$ cat src/rtl/pfd_pkg.sv
// pfd_pkg: shared types and constants of the ppm frame decoder
`default_nettype none

package pfd_pkg;

   // fixed field widths
   localparam int unsigned TIME_W  = 16;
   localparam int unsigned SLOT_W  = 4;
   localparam int unsigned SHIFT_W = 4;
   localparam int unsigned CSR_W   = 3;
   localparam int unsigned DATA_W  = 16;

   // slot at which the marker fires
   localparam logic [SLOT_W-1:0] MARKER_SLOT = 4'd6;

   // register reset values
   localparam logic [TIME_W-1:0]  SYNC_GAP_MIN_RST = 16'd20000;
   localparam logic [TIME_W-1:0]  PULSE_MIN_RST    = 16'd3000;
   localparam logic [TIME_W-1:0]  PULSE_MAX_RST    = 16'd9000;
   localparam logic [SHIFT_W-1:0] SCALE_SHIFT_RST  = 4'd2;
   localparam logic [TIME_W-1:0]  CLAMP_LOW_RST    = 16'd1000;
   localparam logic [TIME_W-1:0]  CLAMP_HIGH_RST   = 16'd2000;

   // register indexes
   typedef enum logic [CSR_W-1:0] {
      CSR_SYNC_GAP_MIN = 3'd0,
      CSR_PULSE_MIN    = 3'd1,
      CSR_PULSE_MAX    = 3'd2,
      CSR_SCALE_SHIFT  = 3'd3,
      CSR_CLAMP_LOW    = 3'd4,
      CSR_CLAMP_HIGH   = 3'd5
   } csr_index_type;

   // configuration as seen by the datapath
   typedef struct packed {
      logic [TIME_W-1:0]  sync_gap_min;
      logic [TIME_W-1:0]  pulse_min;
      logic [TIME_W-1:0]  pulse_max;
      logic [SHIFT_W-1:0] scale_shift;
      logic [TIME_W-1:0]  clamp_low;
      logic [TIME_W-1:0]  clamp_high;
   } cfg_type;

   // one result item
   typedef struct packed {
      logic [SLOT_W-1:0] slot_written;
      logic [TIME_W-1:0] channel_value;
      logic              frame_ok;
      logic              sync_seen;
      logic              marker;
   } result_type;

endpackage

`default_nettype wire

$ cat src/rtl/pfd_req_if.sv
// pfd_req_if: capture timestamp input channel
`default_nettype none

interface pfd_req_if;
   logic                         valid;
   logic                         ready;
   logic [pfd_pkg::TIME_W-1:0]   capture_time;

   modport source (output valid, output capture_time, input ready);
   modport sink   (input valid, input capture_time, output ready);
endinterface

`default_nettype wire

$ cat src/rtl/pfd_rsp_if.sv
// pfd_rsp_if: decoded slot result channel
`default_nettype none

interface pfd_rsp_if;
   logic                         valid;
   logic                         ready;
   logic [pfd_pkg::SLOT_W-1:0]   slot_written;
   logic [pfd_pkg::TIME_W-1:0]   channel_value;
   logic                         frame_ok;
   logic                         sync_seen;
   logic                         marker;

   modport source (output valid, output slot_written, output channel_value,
                   output frame_ok, output sync_seen, output marker, input ready);
   modport sink   (input valid, input slot_written, input channel_value,
                   input frame_ok, input sync_seen, input marker, output ready);
endinterface

`default_nettype wire

$ cat src/rtl/pfd_csr_if.sv
// pfd_csr_if: configuration register write channel
`default_nettype none

interface pfd_csr_if;
   logic                         valid;
   logic                         ready;
   logic [pfd_pkg::CSR_W-1:0]    reg_index;
   logic [pfd_pkg::DATA_W-1:0]   wr_data;

   modport source (output valid, output reg_index, output wr_data, input ready);
   modport sink   (input valid, input reg_index, input wr_data, output ready);
endinterface

`default_nettype wire

$ cat src/rtl/pfd_csr_regs.sv
// pfd_csr_regs: configuration registers of the ppm frame decoder
`default_nettype none

module pfd_csr_regs (
   input  wire logic                          clock,
   input  wire logic                          reset,
   input  wire logic                          wr_en,
   input  wire logic [pfd_pkg::CSR_W-1:0]     wr_index,
   input  wire logic [pfd_pkg::DATA_W-1:0]    wr_data,
   output pfd_pkg::cfg_type                   cfg
);

   pfd_pkg::cfg_type cfg_ff;
   pfd_pkg::cfg_type cfg_in;

   // decode a register write
   always_comb begin
      cfg_in = cfg_ff;
      if (wr_en) begin
         unique case (pfd_pkg::csr_index_type'(wr_index))
            pfd_pkg::CSR_SYNC_GAP_MIN: cfg_in.sync_gap_min = wr_data;
            pfd_pkg::CSR_PULSE_MIN:    cfg_in.pulse_min    = wr_data;
            pfd_pkg::CSR_PULSE_MAX:    cfg_in.pulse_max    = wr_data;
            pfd_pkg::CSR_SCALE_SHIFT:  cfg_in.scale_shift  = wr_data[pfd_pkg::SHIFT_W-1:0];
            pfd_pkg::CSR_CLAMP_LOW:    cfg_in.clamp_low    = wr_data;
            pfd_pkg::CSR_CLAMP_HIGH:   cfg_in.clamp_high   = wr_data;
            default:                   cfg_in = cfg_ff;
         endcase
      end
   end

   always_ff @(posedge clock) begin
      if (reset) begin
         cfg_ff.sync_gap_min <= pfd_pkg::SYNC_GAP_MIN_RST;
         cfg_ff.pulse_min    <= pfd_pkg::PULSE_MIN_RST;
         cfg_ff.pulse_max    <= pfd_pkg::PULSE_MAX_RST;
         cfg_ff.scale_shift  <= pfd_pkg::SCALE_SHIFT_RST;
         cfg_ff.clamp_low    <= pfd_pkg::CLAMP_LOW_RST;
         cfg_ff.clamp_high   <= pfd_pkg::CLAMP_HIGH_RST;
      end else begin
         cfg_ff <= cfg_in;
      end
   end

   assign cfg = cfg_ff;

endmodule

`default_nettype wire

$ cat src/rtl/pfd_decode_core.sv
// pfd_decode_core: input register, slot decode logic and result register
`default_nettype none

module pfd_decode_core #(
   parameter int unsigned NUM_CHANNELS = 8
) (
   input  wire logic                          clock,
   input  wire logic                          reset,
   input  wire pfd_pkg::cfg_type              cfg,
   input  wire logic                          in_valid,
   output logic                               in_ready,
   input  wire logic [pfd_pkg::TIME_W-1:0]    in_time,
   output logic                               out_valid,
   input  wire logic                          out_ready,
   output pfd_pkg::result_type                out_data
);

   localparam logic [pfd_pkg::SLOT_W-1:0] LAST_SLOT = pfd_pkg::SLOT_W'(NUM_CHANNELS);

   // input stage
   logic                          s1_valid_ff, s1_valid_in;
   logic [pfd_pkg::TIME_W-1:0]    s1_time_ff;
   // decoder state
   logic [pfd_pkg::TIME_W-1:0]    last_time_ff, last_time_in;
   logic [pfd_pkg::SLOT_W-1:0]    slot_count_ff, slot_count_in;
   logic                          status_ff, status_in;
   // result stage
   logic                          rsp_valid_ff, rsp_valid_in;
   pfd_pkg::result_type           rsp_data_ff, rsp_data_in;

   logic                          s1_advance;
   logic [pfd_pkg::TIME_W-1:0]    interval;
   logic [pfd_pkg::TIME_W-1:0]    shifted;
   logic [pfd_pkg::TIME_W-1:0]    clamped;
   logic                          is_sync;
   logic                          slot_live;
   logic                          in_window;
   logic [pfd_pkg::SLOT_W-1:0]    slot_base;

   // handshake: input stage moves on when the result register frees up
   assign s1_advance  = s1_valid_ff && (!rsp_valid_ff || out_ready);
   assign in_ready    = !s1_valid_ff || s1_advance;
   assign s1_valid_in = in_valid || (s1_valid_ff && !s1_advance);
   assign rsp_valid_in = s1_advance || (rsp_valid_ff && !out_ready);

   // interval and window tests
   assign interval  = s1_time_ff - last_time_ff;
   assign is_sync   = interval > cfg.sync_gap_min;
   assign slot_live = (slot_count_ff != '0) && (slot_count_ff <= LAST_SLOT);
   assign in_window = (interval > cfg.pulse_min) && (interval < cfg.pulse_max);

   // scale and clamp, lower bound checked first
   assign shifted = interval >> cfg.scale_shift;
   always_comb begin
      priority if (shifted < cfg.clamp_low) begin
         clamped = cfg.clamp_low;
      end else if (shifted > cfg.clamp_high) begin
         clamped = cfg.clamp_high;
      end else begin
         clamped = shifted;
      end
   end

   // slot decode and next state
   always_comb begin
      slot_base    = slot_count_ff;
      status_in    = status_ff;
      rsp_data_in  = '0;
      priority if (is_sync) begin
         slot_base = '0;
      end else if (slot_live) begin
         if (in_window) begin
            rsp_data_in.slot_written  = slot_count_ff;
            rsp_data_in.channel_value = clamped;
            if (slot_count_ff == LAST_SLOT) begin
               status_in = 1'b1;
            end
         end else begin
            status_in = 1'b0;
         end
      end else begin
         status_in = 1'b0;
         slot_base = '0;
      end
      rsp_data_in.frame_ok  = status_in;
      rsp_data_in.sync_seen = is_sync;
      rsp_data_in.marker    = (slot_base == pfd_pkg::MARKER_SLOT);
      slot_count_in         = slot_base + 1'b1;
      last_time_in          = s1_time_ff;
   end

   // control registers
   always_ff @(posedge clock) begin
      if (reset) begin
         s1_valid_ff   <= 1'b0;
         rsp_valid_ff  <= 1'b0;
         last_time_ff  <= '0;
         slot_count_ff <= '0;
         status_ff     <= 1'b0;
      end else begin
         s1_valid_ff  <= s1_valid_in;
         rsp_valid_ff <= rsp_valid_in;
         if (s1_advance) begin
            last_time_ff  <= last_time_in;
            slot_count_ff <= slot_count_in;
            status_ff     <= status_in;
         end
      end
   end

   // payload registers
   always_ff @(posedge clock) begin
      if (in_valid && in_ready) begin
         s1_time_ff <= in_time;
      end
      if (s1_advance) begin
         rsp_data_ff <= rsp_data_in;
      end
   end

   assign out_valid = rsp_valid_ff;
   assign out_data  = rsp_data_ff;

endmodule

`default_nettype wire

$ cat src/rtl/ppm_frame_decoder.sv
// ppm_frame_decoder: top level of the pulse-position frame decoder
//
//   channel  | dir | payload                                          | accepted when
//   ---------+-----+--------------------------------------------------+--------------
//   req_ch   | in  | capture_time                                     | valid & ready
//   rsp_ch   | out | slot_written channel_value frame_ok sync_seen marker | valid & ready
//   csr_ch   | in  | reg_index wr_data                                | valid & ready
//
// one item per cycle sustained while rsp_ch is ready; the accepting edge loads
// the input register, and the item moves on into the result register once that
// register is free; a result is shown and taken from the result register
// reset is synchronous; it restores register defaults and clears the slot
// counter, last timestamp and frame status
// a stalled result holds in the result register while one more item waits
// in the input register; csr writes are always taken
`default_nettype none

module ppm_frame_decoder #(
   parameter int unsigned NUM_CHANNELS = 8
) (
   input  wire logic   clock,
   input  wire logic   reset,
   pfd_req_if.sink     req_ch,
   pfd_rsp_if.source   rsp_ch,
   pfd_csr_if.sink     csr_ch
);

   pfd_pkg::cfg_type    cfg;
   pfd_pkg::result_type rsp_data;

   // configuration registers
   assign csr_ch.ready = 1'b1;

   pfd_csr_regs u_csr_regs (
      .clock    (clock),
      .reset    (reset),
      .wr_en    (csr_ch.valid),
      .wr_index (csr_ch.reg_index),
      .wr_data  (csr_ch.wr_data),
      .cfg      (cfg)
   );

   // decode datapath
   pfd_decode_core #(
      .NUM_CHANNELS (NUM_CHANNELS)
   ) u_decode_core (
      .clock     (clock),
      .reset     (reset),
      .cfg       (cfg),
      .in_valid  (req_ch.valid),
      .in_ready  (req_ch.ready),
      .in_time   (req_ch.capture_time),
      .out_valid (rsp_ch.valid),
      .out_ready (rsp_ch.ready),
      .out_data  (rsp_data)
   );

   // result fields
   assign rsp_ch.slot_written  = rsp_data.slot_written;
   assign rsp_ch.channel_value = rsp_data.channel_value;
   assign rsp_ch.frame_ok      = rsp_data.frame_ok;
   assign rsp_ch.sync_seen     = rsp_data.sync_seen;
   assign rsp_ch.marker        = rsp_data.marker;

endmodule

`default_nettype wire

$ cat src/flat_wrapper.sv
// flat-port wrapper written by rule: the top's interface ports become plain ports
module ppm_frame_decoder_flat 
#(
   parameter int unsigned NUM_CHANNELS = 8
)
  (clock, reset, req_ch_valid, req_ch_capture_time, req_ch_ready, rsp_ch_valid, rsp_ch_slot_written, rsp_ch_channel_value, rsp_ch_frame_ok, rsp_ch_sync_seen, rsp_ch_marker, rsp_ch_ready, csr_ch_valid, csr_ch_reg_index, csr_ch_wr_data, csr_ch_ready);
  pfd_req_if req_ch_i ();
  pfd_rsp_if rsp_ch_i ();
  pfd_csr_if csr_ch_i ();
  input  wire logic clock;
  input  wire logic reset;
  input wire logic [$bits(req_ch_i.valid)-1:0] req_ch_valid;
  input wire logic [$bits(req_ch_i.capture_time)-1:0] req_ch_capture_time;
  output wire logic [$bits(req_ch_i.ready)-1:0] req_ch_ready;
  output wire logic [$bits(rsp_ch_i.valid)-1:0] rsp_ch_valid;
  output wire logic [$bits(rsp_ch_i.slot_written)-1:0] rsp_ch_slot_written;
  output wire logic [$bits(rsp_ch_i.channel_value)-1:0] rsp_ch_channel_value;
  output wire logic [$bits(rsp_ch_i.frame_ok)-1:0] rsp_ch_frame_ok;
  output wire logic [$bits(rsp_ch_i.sync_seen)-1:0] rsp_ch_sync_seen;
  output wire logic [$bits(rsp_ch_i.marker)-1:0] rsp_ch_marker;
  input wire logic [$bits(rsp_ch_i.ready)-1:0] rsp_ch_ready;
  input wire logic [$bits(csr_ch_i.valid)-1:0] csr_ch_valid;
  input wire logic [$bits(csr_ch_i.reg_index)-1:0] csr_ch_reg_index;
  input wire logic [$bits(csr_ch_i.wr_data)-1:0] csr_ch_wr_data;
  output wire logic [$bits(csr_ch_i.ready)-1:0] csr_ch_ready;
  assign req_ch_i.valid = req_ch_valid;
  assign req_ch_i.capture_time = req_ch_capture_time;
  assign req_ch_ready = req_ch_i.ready;
  assign rsp_ch_valid = rsp_ch_i.valid;
  assign rsp_ch_slot_written = rsp_ch_i.slot_written;
  assign rsp_ch_channel_value = rsp_ch_i.channel_value;
  assign rsp_ch_frame_ok = rsp_ch_i.frame_ok;
  assign rsp_ch_sync_seen = rsp_ch_i.sync_seen;
  assign rsp_ch_marker = rsp_ch_i.marker;
  assign rsp_ch_i.ready = rsp_ch_ready;
  assign csr_ch_i.valid = csr_ch_valid;
  assign csr_ch_i.reg_index = csr_ch_reg_index;
  assign csr_ch_i.wr_data = csr_ch_wr_data;
  assign csr_ch_ready = csr_ch_i.ready;
  ppm_frame_decoder #(.NUM_CHANNELS(NUM_CHANNELS)) u_core (.clock(clock), .reset(reset), .req_ch(req_ch_i), .rsp_ch(rsp_ch_i), .csr_ch(csr_ch_i));
endmodule
$ cat config.mk
export PLATFORM = sky130hd
export DESIGN_NAME = ppm_frame_decoder_flat
export DESIGN_NICKNAME = d
export VERILOG_FILES = /design/src/rtl/pfd_pkg.sv /design/src/rtl/pfd_req_if.sv /design/src/rtl/pfd_rsp_if.sv /design/src/rtl/pfd_csr_if.sv /design/src/rtl/pfd_csr_regs.sv /design/src/rtl/pfd_decode_core.sv /design/src/rtl/ppm_frame_decoder.sv /design/src/flat_wrapper.sv
export SDC_FILE = /design/constraint.sdc
export NUM_CORES = 1
export LEC_CHECK = 0
export ABC_AREA = 1
export BUFFER_PORTS_ARGS = -buffer_cell sky130_fd_sc_hd__buf_2
export CAP_MARGIN = 20
export CORE_ASPECT_RATIO = 0.8
export CORE_UTILIZATION = 50
export CTS_CLUSTER_DIAMETER = 40
export DETAILED_ROUTE_END_ITERATION = 6
export PLACE_DENSITY = 0.66
export RECOVER_POWER = 50
export SYNTH_ARGS = -nofsm -noshare
export SYNTH_HDL_FRONTEND = slang
export SYNTH_SLANG_ARGS = --single-unit
export TNS_END_PERCENT = 10
$ cat constraint.sdc
create_clock -name clock -period 7.7 [get_ports clock]
set_clock_uncertainty 0.05 [all_clocks]
set_input_delay 1.54 -clock clock [delete_from_list [all_inputs] [get_ports clock]]
set_output_delay 1.54 -clock clock [all_outputs]
set_load 0.02 [all_outputs]
[Word level (Yosys, flattened, before mapping)]
Cells that the tools add are included.
Storage, ports and cells
  bits in registers: 146
  output and inout port bits: 26
  word-level logic and storage cells: 66
Operators by class
  add/sub/neg operators: 2
  magnitude comparators: 6
  equal/unequal tests: 7
  shift operators: 1
  muxes and demuxes: 8
  bitwise operators: 2
  reductions and logical operators: 23
Operators with widths (number)
  $gt A16 B16 Y1: 3
  $lt A16 B16 Y1: 2
  $mux W16: 2
  $shr A16 B4 Y16: 1
  $sub A16 B16 Y16: 1
  $reduce_and A2 Y1: 6
  $mux W4: 2
  $eq A3 B2 Y1 const B: 2
  $eq A3 B3 Y1 const B: 2
  $logic_and A1 B1 Y1: 6
  $add A4 B1 Y4 const B: 1
  $eq A4 B3 Y1 const B: 1
  $eq A4 B4 Y1 const B: 1
  $le A4 B4 Y1 const B: 1
  $logic_not A1 Y1: 4
  $logic_or A1 B1 Y1: 4
  $mux W1: 4
  $reduce_bool A4 Y1: 1
  $eq A3 B1 Y1 const B: 1
  $logic_not A3 Y1: 1
  $reduce_or A3 Y1: 1
  $not A1 Y1: 2

[Longest topological paths before layout]
Gate-level depths: netlist (run 1).
  word-level depth: 6
  depth in mapped cells: 35
  gate-level depth less buffers: 34

[Cells and area by module]
From an unflattened synthesis (run 1), not the netlist that was laid out.
Unflattened totals
  cells, all modules: 1384
  area, all modules: 9531.6 um^2
By module, submodules not included
  pfd_decode_core: instances 1, cells each 925, area an instance 6222.2 um^2, sequential area each 1631.6 um^2
  pfd_csr_regs: instances 1, cells each 457, area an instance 3298.2 um^2, sequential area each 1681.6 um^2
  ppm_frame_decoder: instances 1, cells each 2, area an instance 11.3 um^2, sequential area each 0.0 um^2

[Worst setup path after synthesis (run 1)]
Ideal clock, no wire load.
  kind: flip-flop to flip-flop
  start: reg u_core.u_decode_core.s1_time_ff (netlist bit u_core.u_decode_core.last_time_in[0])
  end: reg u_core.u_decode_core.rsp_data_ff (netlist bit u_core.u_decode_core.out_data[11]) (data pin)
  setup time: 0.256 ns
  arrival time: 3.894 ns
  setup slack: 3.501 ns
  stages on the path, launching flop included: 25
  clock period less this slack: 4.199 ns
  path through: edfxtp_1 > inv_1 > ha_1 > inv_1 > fa_1 > nand2_1 > nand2_1 > nand3_1 > nand2_1 > nand2_1 > nand3_1 > nand2_2 > inv_2 > o21ai_1 > o21ai_1 > or2_0 > nor2_1 > ha_1 > a21oi_1 > nor2_1 > a2111oi_0 > clkbuf_1 > nand3_1 > nand2_2 > nor2_2
Between the ends
  cells in the longest elaborated chain, start to end: 5
  elaborated cells on any way between the ends: 12
  those cells by class: 1 x add/sub; 5 x order compare; 1 x shift; 2 x mux; 1 x bitwise; 2 x reduce/logical
Ends and longest elaborated chain
  from (decl): line pfd_decode_core.sv:22  | logic [pfd_pkg::TIME_W-1:0] s1_time_ff;
  from (signal assigned): line pfd_decode_core.sv:114  | s1_time_ff <= in_time;
  $sub A16 B16 Y16 *: line pfd_decode_core.sv:47  | assign interval = s1_time_ff - last_time_ff;
  $shr A16 B4 Y16 (tied with other cells): line pfd_decode_core.sv:53  | assign shifted = interval >> cfg.scale_shift;
  $gt A16 B16 Y1 or $logic_and A1 B1 Y1 (tied branches): line pfd_decode_core.sv:57, pfd_decode_core.sv:50
  $mux W16 or $not A1 Y1 (tied branches)
  $mux W16 or $reduce_or A3 Y1 (tied branches)
  to (signal assigned): line pfd_decode_core.sv:117  | rsp_data_ff <= rsp_data_in;
  to (decl): line pfd_decode_core.sv:29  | pfd_pkg::result_type rsp_data_ff, rsp_data_in;
Every way passes the cells marked *; elsewhere a longest branch is shown, timed or not.
A chain may end at the register's enable or synchronous reset.

[Worst setup path in the final report (run 1)]
  start: reg u_core.u_decode_core.s1_time_ff (netlist bit u_core.u_decode_core.last_time_in[0])
  end: reg u_core.u_decode_core.rsp_data_ff (netlist bit u_core.u_decode_core.out_data[16]) (data pin)
The elaborated chain is that of the path after synthesis.

==> metrics.csv, run 1 <==
stage,metric,value,unit
clock_tree,Root Buffer,clkbuf_16,
die,die height,122,um
timing,Fin. Hold Viols,0,
detailed_routing,Wirelength per Cell,15.3,um
synth,ys async rst share,0,
synth,"top cells by area, synth","dfxtp_1 (24%), edfxtp_1 (13%), ha_1 (12%), nand2_1 (10%), inv_1 (7.4%)",
worst_hold_path,worst hold path class,flop to flop,
global_routing,number of global-route vias before repair,7288,
run,maximum capacitance violations,2,
detailed_routing,DRC,5,
cells_and_area,layout overhead on the synthesized area,11.7,%
power_and_ir_drop,power per cell area,246,mW/mm^2
global_routing,first-pass GRT wire length,37.5,mm
clock_tree,CTS tree,done,
synth,Main synth FF type,dfxtp_1,
worst_setup_path,WP data arrival,5.41,ns
synth,Post-Syn Instances,1229,
die,std cell rows,43,
worst_setup_path,Critical Path Start Type,flop,
placement,IO buf count,64,
timing,setup ws final,2.42,ns
timing,"Slew Viols, Final",126,
synth,top-area cell type share of the netlist area,0.237,
synth,cell area after synthesis,0.00902,sq mm
worst_setup_path,worst-path maximum fanout,22,
worst_setup_path,most frequent CP cell,nand2_1,
clock_tree,Post-CTS Hold Fix Bufs,0,
synth,"Net Count, Synth",1357,
cells_and_area,# diodes,0,
placement,dpl hpwl,17.3,mm
placement,pre-CTS setup slack,2.56,ns
detailed_routing,DR pass1 iterations,7,
synth,register bit total from synthesis,146,
cells_and_area,# nets final,1403,
worst_setup_path,kind of critical path,flop to flop,
timing,min Tclk post-route,5.28,ns
cells_and_area,area of the multi-input gates,0.00479,sq mm
cells_and_area,FF+latch area,0.00331,sq mm
synth,"count leader, synth",nand2_1,
detailed_routing,Routed WL,23.2,mm
timing,RSZ-0062 raised after global routing,false,
clock_tree,H-tree Lvls,4,
global_routing,Tot GR Track Use,0.261,
timing,final setup violation count,0,
placement,DP Cell Count,1479,
synth,synthesized area per cell,7.34,sq um
timing,Fin Hold WS,0.410,ns
status,failing checks,"DRC, capacitance limit, slew limit",
cells_and_area,Filler cells,1681,
detailed_routing,ANT nets after route,0,
clock_tree,Post-CTS Resized,0,
global_routing,initial antenna violation count,0,
power_and_ir_drop,reported leakage power,4.65,nW
detailed_routing,DR vias,8038,
detailed_routing,DR iter-0 viols,686,
detailed_routing,Vias/cell,5.31,
synth,Yosys cell types,51,
clock_tree,CTS Buffer Depth,2,
die,starting density of the core,0.516,
worst_setup_path,CP required,7.84,ns
clock_tree,Num CTS Buffers,17,
timing,Setup TNS,0,ns
placement,Placer Congestion,0.957,
cells_and_area,layout cell share with drive strength beyond 1,0.102,
synth,Synth top cells by count,"nand2_1 (247), inv_1 (177), o21ai_0 (114)",
clock_tree,Worst-Skew Late Latency,0.43,ns
clock_tree,"Clk pin slew, worst setup/hold paths",0.06,ns
synth,"Seq/Total Area, Yosys",0.367,
global_routing,GRT overflow,0,
synth,YS warnings,0,
power_and_ir_drop,Max VDD drop,0.137,mV
global_routing,largest net degree at the start of global routing,98,
worst_setup_path,Slowest cell on crit path,fa_1,
clock_tree,Post-CTS Setup Repair Bufs,0,
synth,"EDFF count, synth",39,
timing,maximum clock rate,190,MHz
die,core area,0.0175,sq mm
clock_tree,clock sinks,146,
timing,final worst-path cycle share,0.685,
worst_setup_path,CP endpoint kind,flop,
worst_setup_path,Worst path max stage delay,0.41,ns
status,status,"finished, violations left",
timing,Slew @ Worst Pin,3.68,ns
die,chip width,152,um
synth,largest area contributor in the netlist,dfxtp_1,
die,number of I/O pins,66,
die,Die ar.,0.0186,sq mm
cells_and_area,Final Non-Filler Cells,1513,
timing,Rel. slew slack,-1.45,
## area by class of cell
class                   instances  area share
inverters                     191      0.0716
well taps                     225      0.0279
clock inverters                13      0.0206
flip-flops and latches        146       0.329
clock buffers                  19      0.0430
multi-input cells             848       0.476
repair buffers                 71      0.0324
## final timing paths
kind / to / cells after the start / from / slack [ns]
setup reg to reg: u_core.u_decode_core.out_data[16] / 30 / u_core.u_decode_core.last_time_in[0] / 2.42
hold / removal: u_core.u_decode_core.last_time_ff[8] / 2 / u_core.u_decode_core.last_time_ff[8] / 0.41
setup / recovery: u_core.u_decode_core.out_data[16] / 30 / u_core.u_decode_core.last_time_in[0] / 2.42
hold reg to reg: u_core.u_decode_core.last_time_ff[8] / 2 / u_core.u_decode_core.last_time_ff[8] / 0.41
## logic make-up after synthesis
group | count (synthesis) | share of synthesized area
AOI/OAI and AO/OA | 286 | 0.174
xor gates and xnor gates | 5 | 0.00485
adders and majority gates | 88 | 0.123
buffers and inverters | 235 | 0.102
DFF | 146 | 0.367
muxes | 1 | 0.00111
other | 1 | 0.000416
and+or+nand+nor | 467 | 0.227
## routing by layer
metal | share of wire | GRT usage
met5 | 0 | 0
met3 | 0.069 | 0.0512
met2 | 0.41 | 0.383
met1 | 0.51 | 0.388
met4 | 0.011 | 0.0682
## cells in the final DEF (no fill, tap or decap), types with 2 or more instances in the layout
| master | n |
|---|---|
| nand3_2 | 5 |
| buf_4 | 3 |
| nand2_1 | 247 |
| o21ai_0 | 114 |
| nand4_1 | 10 |
| nand3_1 | 62 |
| edfxtp_1 | 39 |
| buf_2 | 39 |
| nor2_2 | 11 |
| o221ai_1 | 2 |
| a21oi_1 | 110 |
| nand2_4 | 3 |
| clkbuf_16 | 17 |
| dfxtp_1 | 107 |
| nor3_1 | 3 |
| inv_1 | 177 |
| clkinv_1 | 3 |
| inv_2 | 11 |
| bufinv_16 | 5 |
| inv_6 | 3 |
| and2_1 | 4 |
| clkinvlp_4 | 3 |
| nand2_2 | 23 |
| a211oi_1 | 3 |
| ha_1 | 87 |
| clkbuf_1 | 31 |
| xor2_1 | 4 |
| nor4_1 | 2 |
| a31oi_1 | 5 |
| o21ai_1 | 8 |
| nor2_1 | 92 |
| o21bai_1 | 2 |
| o211ai_1 | 33 |
## sequential cells by signal, summed over array words and instances (netlist names)
signal	cells
u_core.u_csr_regs.cfg	84
u_core.u_decode_core.last_time_ff	16
u_core.u_decode_core.last_time_in	16
u_core.u_decode_core.out_data	23
u_core.u_decode_core.out_valid	1
u_core.u_decode_core.s1_valid_ff	1
u_core.u_decode_core.slot_count_ff	4
u_core.u_decode_core.status_ff	1
## metrics by stage
step,cell area (sq um),utilization,power (mW)
after floorplan,9020,-,1.39
after global placement,9470,0.542,1.56
after detailed placement,9470,0.542,1.57
after CTS,10100,0.578,2.49
after global routing,10100,0.576,2.63
final,10100,0.576,2.48
## critical path, delay by kind of cell, from the launching register on
family / cells / cell delay [ns]
buffers and inverters: 5 / 0.62
muxes: 1 / 0.14
DFF: 1 / 0.35
and+or+nand+nor: 14 / 1.40
adders and majority gates: 3 / 0.90
AOI/OAI and AO/OA: 7 / 1.57
## power breakdown
part	internal [mW]	total, mW	switching [mW]
registers	0.827	0.843	0.0161
clock network	0.575	0.912	0.336
logic	0.241	0.725	0.484
Note: power is estimated with default switching activity, not from simulation.
==> inputs of run 2 (changes only) <==
Settings changed: ABC_AREA 1 to 0.
Clock period 7.7 ns to 5.4 ns, I/O delays scaled along.
==> run 2 against run 1 <==
  * The flow finishes with violations (capacitance limit, slew limit)
  * Clock power rose by 32%
  * Total power up 43%
  * Non-clock buffer count rose by 58
  * Synthesized cell count down 8.4%
  * Combinational power rose by 60%
  * Largest cell class unchanged
  * Largest power group unchanged
==> metrics.csv, run 2 <==
stage,metric,value,unit,change
status,status,"finished, violations left",,
status,failing checks,"capacitance limit, slew limit",,
power_and_ir_drop,switching pwr,1.25,mW,+49%
die,chip width,155,um,+1.5%
clock_tree,CTS Buffer Depth,2,,unchanged
cells_and_area,layout cell share with drive strength beyond 1,0.165,,+0.0633
synth,"top cells by area, synth","dfxtp_1 (23%), edfxtp_1 (13%), ha_1 (12%), nand2_1 (8.5%), a21oi_1 (5.9%)",,
clock_tree,"Clk pin slew, worst setup/hold paths",0.07,ns,about the same
clock_tree,Worst-Skew Late Latency,0.44,ns,about the same
worst_setup_path,CP endpoint kind,flop,,
timing,Setup TNS,0,ns,unchanged
synth,YS warnings,0,,unchanged
worst_hold_path,worst hold path class,flop to flop,,
detailed_routing,Routed WL,26.5,mm,+14%
synth,mux share of post-synthesis cell area,0.0308,,+0.0297
global_routing,initial antenna violation count,0,,unchanged
synth,register bit total from synthesis,146,,unchanged
global_routing,number of global-route vias before repair,7532,,+3.3%
global_routing,first-pass GRT wire length,41.5,mm,+11%
power_and_ir_drop,Design Power,3.55,mW,+43%
clock_tree,clock sinks,146,,unchanged
die,number of I/O pins,66,,unchanged
placement,DP Cell Count,1432,,-3.2%
timing,maximum clock rate,193,MHz,+1.9%
cells_and_area,Final Util,0.599,,+0.0222
timing,Slew @ Worst Pin,2.74,ns,-0.943 ns
power_and_ir_drop,switching share of power,0.352,,+0.0148
synth,synthesized area per cell,8.27,sq um,+13%
global_routing,largest net degree at the start of global routing,67,,-32%
synth,"count leader, synth",nand2_1,,
timing,Rel. slew slack,-0.826,,+0.629
timing,Fin Hold WS,0.403,ns,-0.00687 ns
clock_tree,CTS tree,done,,
synth,largest family of logic cells by synthesized area,compound AO/OA/AOI/OAI gates,,
power_and_ir_drop,Clk network pwr share,0.338,,-0.030
timing,Fin. Hold Viols,0,,unchanged
synth,Main synth FF type,dfxtp_1,,
worst_setup_path,Worst path max stage delay,0.50,ns,+0.09 ns
clock_tree,H-tree Lvls,4,,unchanged
detailed_routing,DRC,0,,-5
detailed_routing,ANT nets after route,0,,unchanged
die,starting density of the core,0.512,,-0.00374
global_routing,Tot GR Track Use,0.287,,+0.0255
synth,Synth Area in Adders,0.120,,-0.00267
placement,IO buf count,64,,unchanged
synth,"Net Count, Synth",1254,,-7.6%
clock_tree,Num CTS Buffers,17,,unchanged
synth,Synth top cells by count,"nand2_1 (212), a21oi_1 (109), inv_1 (108)",,
timing,"Slew Viols, Final",110,,-13%
synth,largest area contributor in the netlist,dfxtp_1,,
synth,top-area cell type share of the netlist area,0.230,,-0.00724
detailed_routing,Wirelength per Cell,18.0,um,+18%
synth,cell area after synthesis,0.00931,sq mm,+3.1%
die,core area,0.0182,sq mm,+3.9%
worst_setup_path,kind of critical path,flop to flop,,
power_and_ir_drop,Flop pwr share,0.335,,-0.005
synth,Post-Syn Instances,1126,,-8.4%
worst_setup_path,WP data arrival,5.30,ns,-0.11 ns
cells_and_area,"commonest non-fill, non-tap cells in the layout","nand2_1 (211), inv_1 (107), a21oi_1 (107), dfxtp_1 (107), ha_1 (86)",,
clock_tree,Root Buffer,clkbuf_16,,
worst_setup_path,CP top delay family,compound AO/OA/AOI/OAI gates,,
cells_and_area,max reg flops,84,,unchanged
synth,Synth Area in Compound Gates,0.216,,+0.0419
synth,"EDFF count, synth",39,,unchanged
global_routing,GRT overflow,0,,unchanged
cells_and_area,layout overhead on the synthesized area,16.8,%,
synth,ys async rst share,0,,unchanged
power_and_ir_drop,power per cell area,327,mW/mm^2,+33%
timing,min Tclk post-route,5.18,ns,-0.0989 ns
power_and_ir_drop,reported leakage power,4.51,nW,-3.1%
timing,final worst-path cycle share,0.959,,+0.274
detailed_routing,DR pass1 iterations,5,,-2
power_and_ir_drop,P_int,2.30,mW,+40%
timing,final setup violation count,0,,unchanged
synth,Yosys cell types,83,,+63%
worst_setup_path,cell breakdown of the critical path,"ha_1, o21ai_0, a21o_1, a2111oi_1, o41a_1, nor2_1, buf_4, o221a_2, a31oi_1, buf_4, nor2_1, ha_1, a21oi_1, a21oi_1, a211oi_1, a21oi_2, inv_1, buf_4, mux2_2, mux2i_1, nor2_1",,
detailed_routing,DR vias,8428,,+4.9%
worst_setup_path,Buf/Inv on CP,4,,-1
cells_and_area,# diodes,0,,unchanged
die,Die ar.,0.0192,sq mm,+3.1%
worst_setup_path,worst-path maximum fanout,7,,-68%
power_and_ir_drop,Max VDD drop,0.173,mV,+26%
worst_setup_path,Slowest cell on crit path,a2111oi_1,,
die,die height,124,um,+1.5%
placement,Placer Congestion,0.938,,-2.1%
synth,Post-Synth Simple-Gate Area,0.195,,-0.0323
synth,"Seq/Total Area, Yosys",0.356,,-0.0112
worst_setup_path,CP required,5.53,ns,-2.31 ns
detailed_routing,Vias/cell,5.73,,+7.8%
run,maximum capacitance violations,2,,unchanged
timing,RSZ-0062 raised after global routing,true,,
worst_setup_path,Critical Path Start Type,flop,,
cells_and_area,# nets final,1357,,-3.3%
cells_and_area,"most common cell after layout, fill and taps aside",nand2_1,,
power_and_ir_drop,Comb power frac,0.327,,+0.035
synth,xor/xnor share of the synthesized area,0.0148,,+0.00993
clock_tree,Post-CTS Hold Fix Bufs,0,,unchanged
die,std cell rows,44,,+2.3%
placement,dpl hpwl,19.5,mm,+13%
cells_and_area,Final Non-Filler Cells,1472,,-2.7%
detailed_routing,DR iter-0 viols,808,,+18%
## run 2: logic make-up (layout without fill, tap and decap cells)
group	count (synthesis)	count (layout)
and+or+nand+nor	404	406
AOI/OAI and AO/OA	291	291
buffers and inverters	159	273
DFF	146	146
muxes	22	22
other	1	1
xor gates and xnor gates	14	14
adders and majority gates	89	89
## run 2: final timing paths
path	start	cells past startpoint	endpoint	slack [ns]
max reg2reg	u_core.u_decode_core.last_time_in[3]	21	u_core.u_decode_core.out_data[9]	0.22
min reg2reg	u_core.u_decode_core.last_time_ff[1]	2	u_core.u_decode_core.last_time_ff[1]	0.40
min	u_core.u_decode_core.last_time_ff[1]	2	u_core.u_decode_core.last_time_ff[1]	0.40
max	u_core.u_decode_core.last_time_in[3]	21	u_core.u_decode_core.out_data[9]	0.22
## run 2: power groups by stage
stage / registers, mW / clock network (mW) / logic (mW)
floorplan: 1.21 / 0 / 0.713
global placement: 1.21 / 0 / 1.09
detailed placement: 1.21 / 0 / 1.09
CTS: 1.19 / 1.21 / 1.11
global route: 1.19 / 1.27 / 1.28
finish: 1.19 / 1.20 / 1.16
## run 2: per-stage QoR
step / worst slack (ns) / instance area (sq um)
2_1_floorplan: 0.164 / 9310
3_3_place_gp: 0.113 / 10200
3_5_place_dp: -0.0700 / 10200
4_1_cts: 0.00805 / 10800
5_1_grt: -0.0570 / 10900
6_report: 0.223 / 10900
## run 2: what timing repair did
| item | in CTS | in global routing |
|---|---|---|
| setup buffers | 1 | 4 |
| cloned | 1 | 1 |
| endpoints found under the setup margin | 16 | 19 |
| gates resized for setup | 2 | 16 |
| pin swaps | 4 | 11 |
## run 2: tightest hold or removal path, stage by stage (launching register included)
cell and delay (ns):
dfxtp_1 0.31, nand2_1 0.05, a21oi_1 0.05
## run 2: final cells by class
type	instances	area, sq um
sequential	146	3310
multi-input combinational	823	5460
clock inverter	15	163
fill	1658	7290
clock buffer	17	425
tap	230	288
timing repair buffer	129	806
inverter	112	420
## run 2: per-layer routing
| layer | vias to the layer above | global-route usage | wire (um) |
|---|---|---|---|
| li1 | 4185 | - | - |
| met1 | 3932 | 0.428 | 13200 |
| met2 | 287 | 0.414 | 10900 |
| met3 | 24 | 0.0647 | 2050 |
| met4 | 0 | 0.0675 | 305 |
| met5 | - | 0 | 0 |
==> inputs of run 3 (changes only) <==
Settings changed: ABC_AREA 0 to 1.
==> run 3 against run 2 <==
  * The run ends with DRC, capacitance limit, slew limit left
  * Via count shrank 4.7%
  * First-iteration DRC count shrank 7.2%
  * Combinational power shrank 8%
  * Highest routed layer unchanged
==> metrics.csv, run 3 (same netlist as run 1, synthesis figures left out) <==
stage,metric,value,unit,change
worst_setup_path,Slowest cell on crit path,fa_1,,
worst_setup_path,r2r worst-path depth,26,,+24%
cells_and_area,"most common cell after layout, fill and taps aside",nand2_1,,
cells_and_area,# nets final,1412,,+4.1%
worst_setup_path,CP required,5.54,ns,about the same
power_and_ir_drop,Comb power frac,0.300,,-0.027
die,Die ar.,0.0186,sq mm,-3.0%
timing,Setup TNS,0,ns,unchanged
timing,Rel. slew slack,-0.00124,,+0.825
detailed_routing,Wirelength per Cell,15.4,um,-14%
detailed_routing,DRC,5,,+5
clock_tree,clock sinks,146,,unchanged
detailed_routing,DR vias,8034,,-4.7%
clock_tree,H-tree Lvls,4,,unchanged
clock_tree,Worst-Skew Late Latency,0.43,ns,about the same
global_routing,first-pass GRT wire length,37.2,mm,-10%
global_routing,number of global-route vias before repair,7138,,-5.2%
power_and_ir_drop,reported leakage power,4.71,nW,+4.5%
power_and_ir_drop,Max VDD drop,0.198,mV,+15%
detailed_routing,Routed WL,23.5,mm,-12%
power_and_ir_drop,power per cell area,349,mW/mm^2,+6.7%
global_routing,GRT overflow,0,,unchanged
cells_and_area,layout overhead on the synthesized area,13.0,%,
timing,setup ws final,0.571,ns,+0.348 ns
worst_setup_path,Reg-to-Reg Start,u_core.u_decode_core.last_time_in[0],,
detailed_routing,Vias/cell,5.28,,-7.8%
status,failing checks,"DRC, capacitance limit, slew limit",,
power_and_ir_drop,P_int,2.32,mW,+0.72%
worst_hold_path,hold depth,2,,unchanged
global_routing,initial antenna violation count,0,,unchanged
worst_setup_path,worst-path maximum fanout,6,,-1
timing,Slew @ Worst Pin,1.50,ns,-1.24 ns
die,die height,122,um,-1.5%
die,number of I/O pins,66,,unchanged
worst_setup_path,FF-to-FF setup slack,0.57,ns,+0.35 ns
worst_hold_path,worst hold path class,flop to flop,,
placement,dpl hpwl,17.5,mm,-10%
status,status,"finished, violations left",,
worst_setup_path,kind of critical path,flop to flop,,
die,starting density of the core,0.516,,+0.00374
detailed_routing,DR iter-0 viols,750,,-7.2%
cells_and_area,layout cell share with drive strength beyond 1,0.117,,-0.0479
timing,final worst-path cycle share,0.894,,-0.0645
cells_and_area,# diodes,0,,unchanged
worst_setup_path,WP data arrival,4.97,ns,-0.33 ns
timing,min Tclk post-route,4.83,ns,-0.348 ns
clock_tree,Root Buffer,clkbuf_16,,
clock_tree,Post-CTS Hold Fix Bufs,0,,unchanged
placement,Placer Congestion,0.954,,+1.8%
clock_tree,Num CTS Buffers,17,,unchanged
placement,pre-CTS setup slack,0.304,ns,+0.374 ns
worst_setup_path,Critical Path Start Type,flop,,
placement,Placed Area,0.00952,sq mm,-6.5%
cells_and_area,max reg flops,84,,unchanged
clock_tree,"Clk pin slew, worst setup/hold paths",0.06,ns,about the same
worst_setup_path,CP endpoint kind,flop,,
global_routing,largest net degree at the start of global routing,60,,-10%
global_routing,Tot GR Track Use,0.261,,-0.0261
worst_setup_path,Worst path max stage delay,0.41,ns,-0.09 ns
cells_and_area,Final Instance Area,0.0102,sq mm,-6.3%
die,chip width,152,um,-1.5%
run,maximum capacitance violations,1,,-1
power_and_ir_drop,Clk network pwr share,0.362,,+0.024
cells_and_area,"commonest non-fill, non-tap cells in the layout","nand2_1 (246), inv_1 (176), o21ai_0 (112), a21oi_1 (110), dfxtp_1 (107)",,
detailed_routing,ANT nets after route,0,,unchanged
timing,RSZ-0062 raised after global routing,false,,
timing,final setup violation count,0,,unchanged
worst_setup_path,Buf/Inv on CP,4,,unchanged
die,core area,0.0175,sq mm,-3.8%
worst_hold_path,WHS Endpoint,u_core.u_decode_core.last_time_ff[4],,
worst_setup_path,CP top delay family,compound AO/OA/AOI/OAI gates,,
worst_setup_path,r2r endpoint,u_core.u_decode_core.out_data[14],,
power_and_ir_drop,switching share of power,0.347,,-0.00440
power_and_ir_drop,Flop pwr share,0.338,,+0.003
timing,"Slew Viols, Final",27,,-75%
worst_setup_path,most frequent CP cell,nand2_1,,
placement,IO buf count,64,,unchanged
detailed_routing,DR pass1 iterations,7,,+2
timing,Fin. Hold Viols,0,,unchanged
power_and_ir_drop,switching pwr,1.23,mW,-1.2%
die,std cell rows,43,,-2.3%
cells_and_area,Final Util,0.583,,-0.0156
timing,maximum clock rate,207,MHz,+7.2%
worst_hold_path,HP Start,u_core.u_decode_core.last_time_ff[4],,
clock_tree,CTS tree,done,,
clock_tree,CTS Buffer Depth,2,,unchanged
run 3: cell type report:
cell class | count | area, sq um
clock buffer | 18 | 429
clock inverter | 14 | 203
fill | 1689 | 7290
inverter | 191 | 726
multi-input combinational | 848 | 4810
sequential | 146 | 3310
tap | 225 | 282
timing repair buffer | 78 | 414
timing repair inverter | 2 | 15.0
run 3: power by group through the flow:
stage          Clock [mW]  Sequential, mW  Combinational [mW]
5_1_grt              1.35            1.20                1.21
6_report             1.29            1.20                1.07
3_3_place_gp            0            1.22                1.01
2_1_floorplan           0            1.23               0.758
4_1_cts              1.30            1.20                1.03
3_5_place_dp            0            1.22                1.02
run 3: worst max path at each step:
stage                                                    start                                end  slack [ns]  depth (start not counted)
after floorplan           u_core.u_decode_core.last_time_in[0]  u_core.u_decode_core.out_data[11]        1.20                         24
after global placement    u_core.u_decode_core.last_time_in[0]  u_core.u_decode_core.out_data[18]        0.48                         30
after detailed placement  u_core.u_decode_core.last_time_in[0]  u_core.u_decode_core.out_data[13]        0.30                         30
after CTS                 u_core.u_decode_core.last_time_in[0]  u_core.u_decode_core.out_data[13]        0.24                         30
after global routing      u_core.u_decode_core.last_time_in[0]  u_core.u_decode_core.out_data[14]        0.05                         32
final                     u_core.u_decode_core.last_time_in[0]  u_core.u_decode_core.out_data[14]        0.57                         26
run 3: worst register-to-register path, stage by stage (launching register included):
cell,delay (ns)
edfxtp_1,0.35
inv_1,0.10
ha_1,0.16
inv_1,0.05
fa_1,0.42
nand3_1,0.11
nand3_1,0.18
nand3_1,0.15
nand4_1,0.17
a31oi_1,0.31
mux2i_1,0.14
nand2_1,0.07
o21ai_0,0.17
o21ai_2,0.23
ha_1,0.27
nand2_1,0.07
inv_1,0.04
a221oi_1,0.29
o221ai_1,0.17
nand2_1,0.09
o2111ai_1,0.17
nand2_4,0.20
clkinvlp_4,0.20
o21ai_0,0.22
nand2_1,0.09
nand2_2,0.08
nor2_2,0.04
run 3: stage by stage:
stage	cells	hold slack [ns]	total power [mW]
finish	1522	0.411	3.55
global placement	1486	0.400	2.23
detailed placement	1486	0.404	2.24
CTS	1518	0.414	3.52
global route	1522	0.423	3.76
floorplan	1229	0.385	1.99
run 3: what timing repair did:
action	CTS	global route
setup endpoints to repair	0	11
buffers inserted	0	1
resized for setup	0	9
run 3: layer usage:
metal / up-vias / GRT usage / wire (um)
li1: 4169 / - / -
met1: 3579 / 0.387 / 12000
met2: 263 / 0.387 / 9510
met3: 23 / 0.0494 / 1750
met4: 0 / 0.0619 / 212
met5: - / 0 / 0
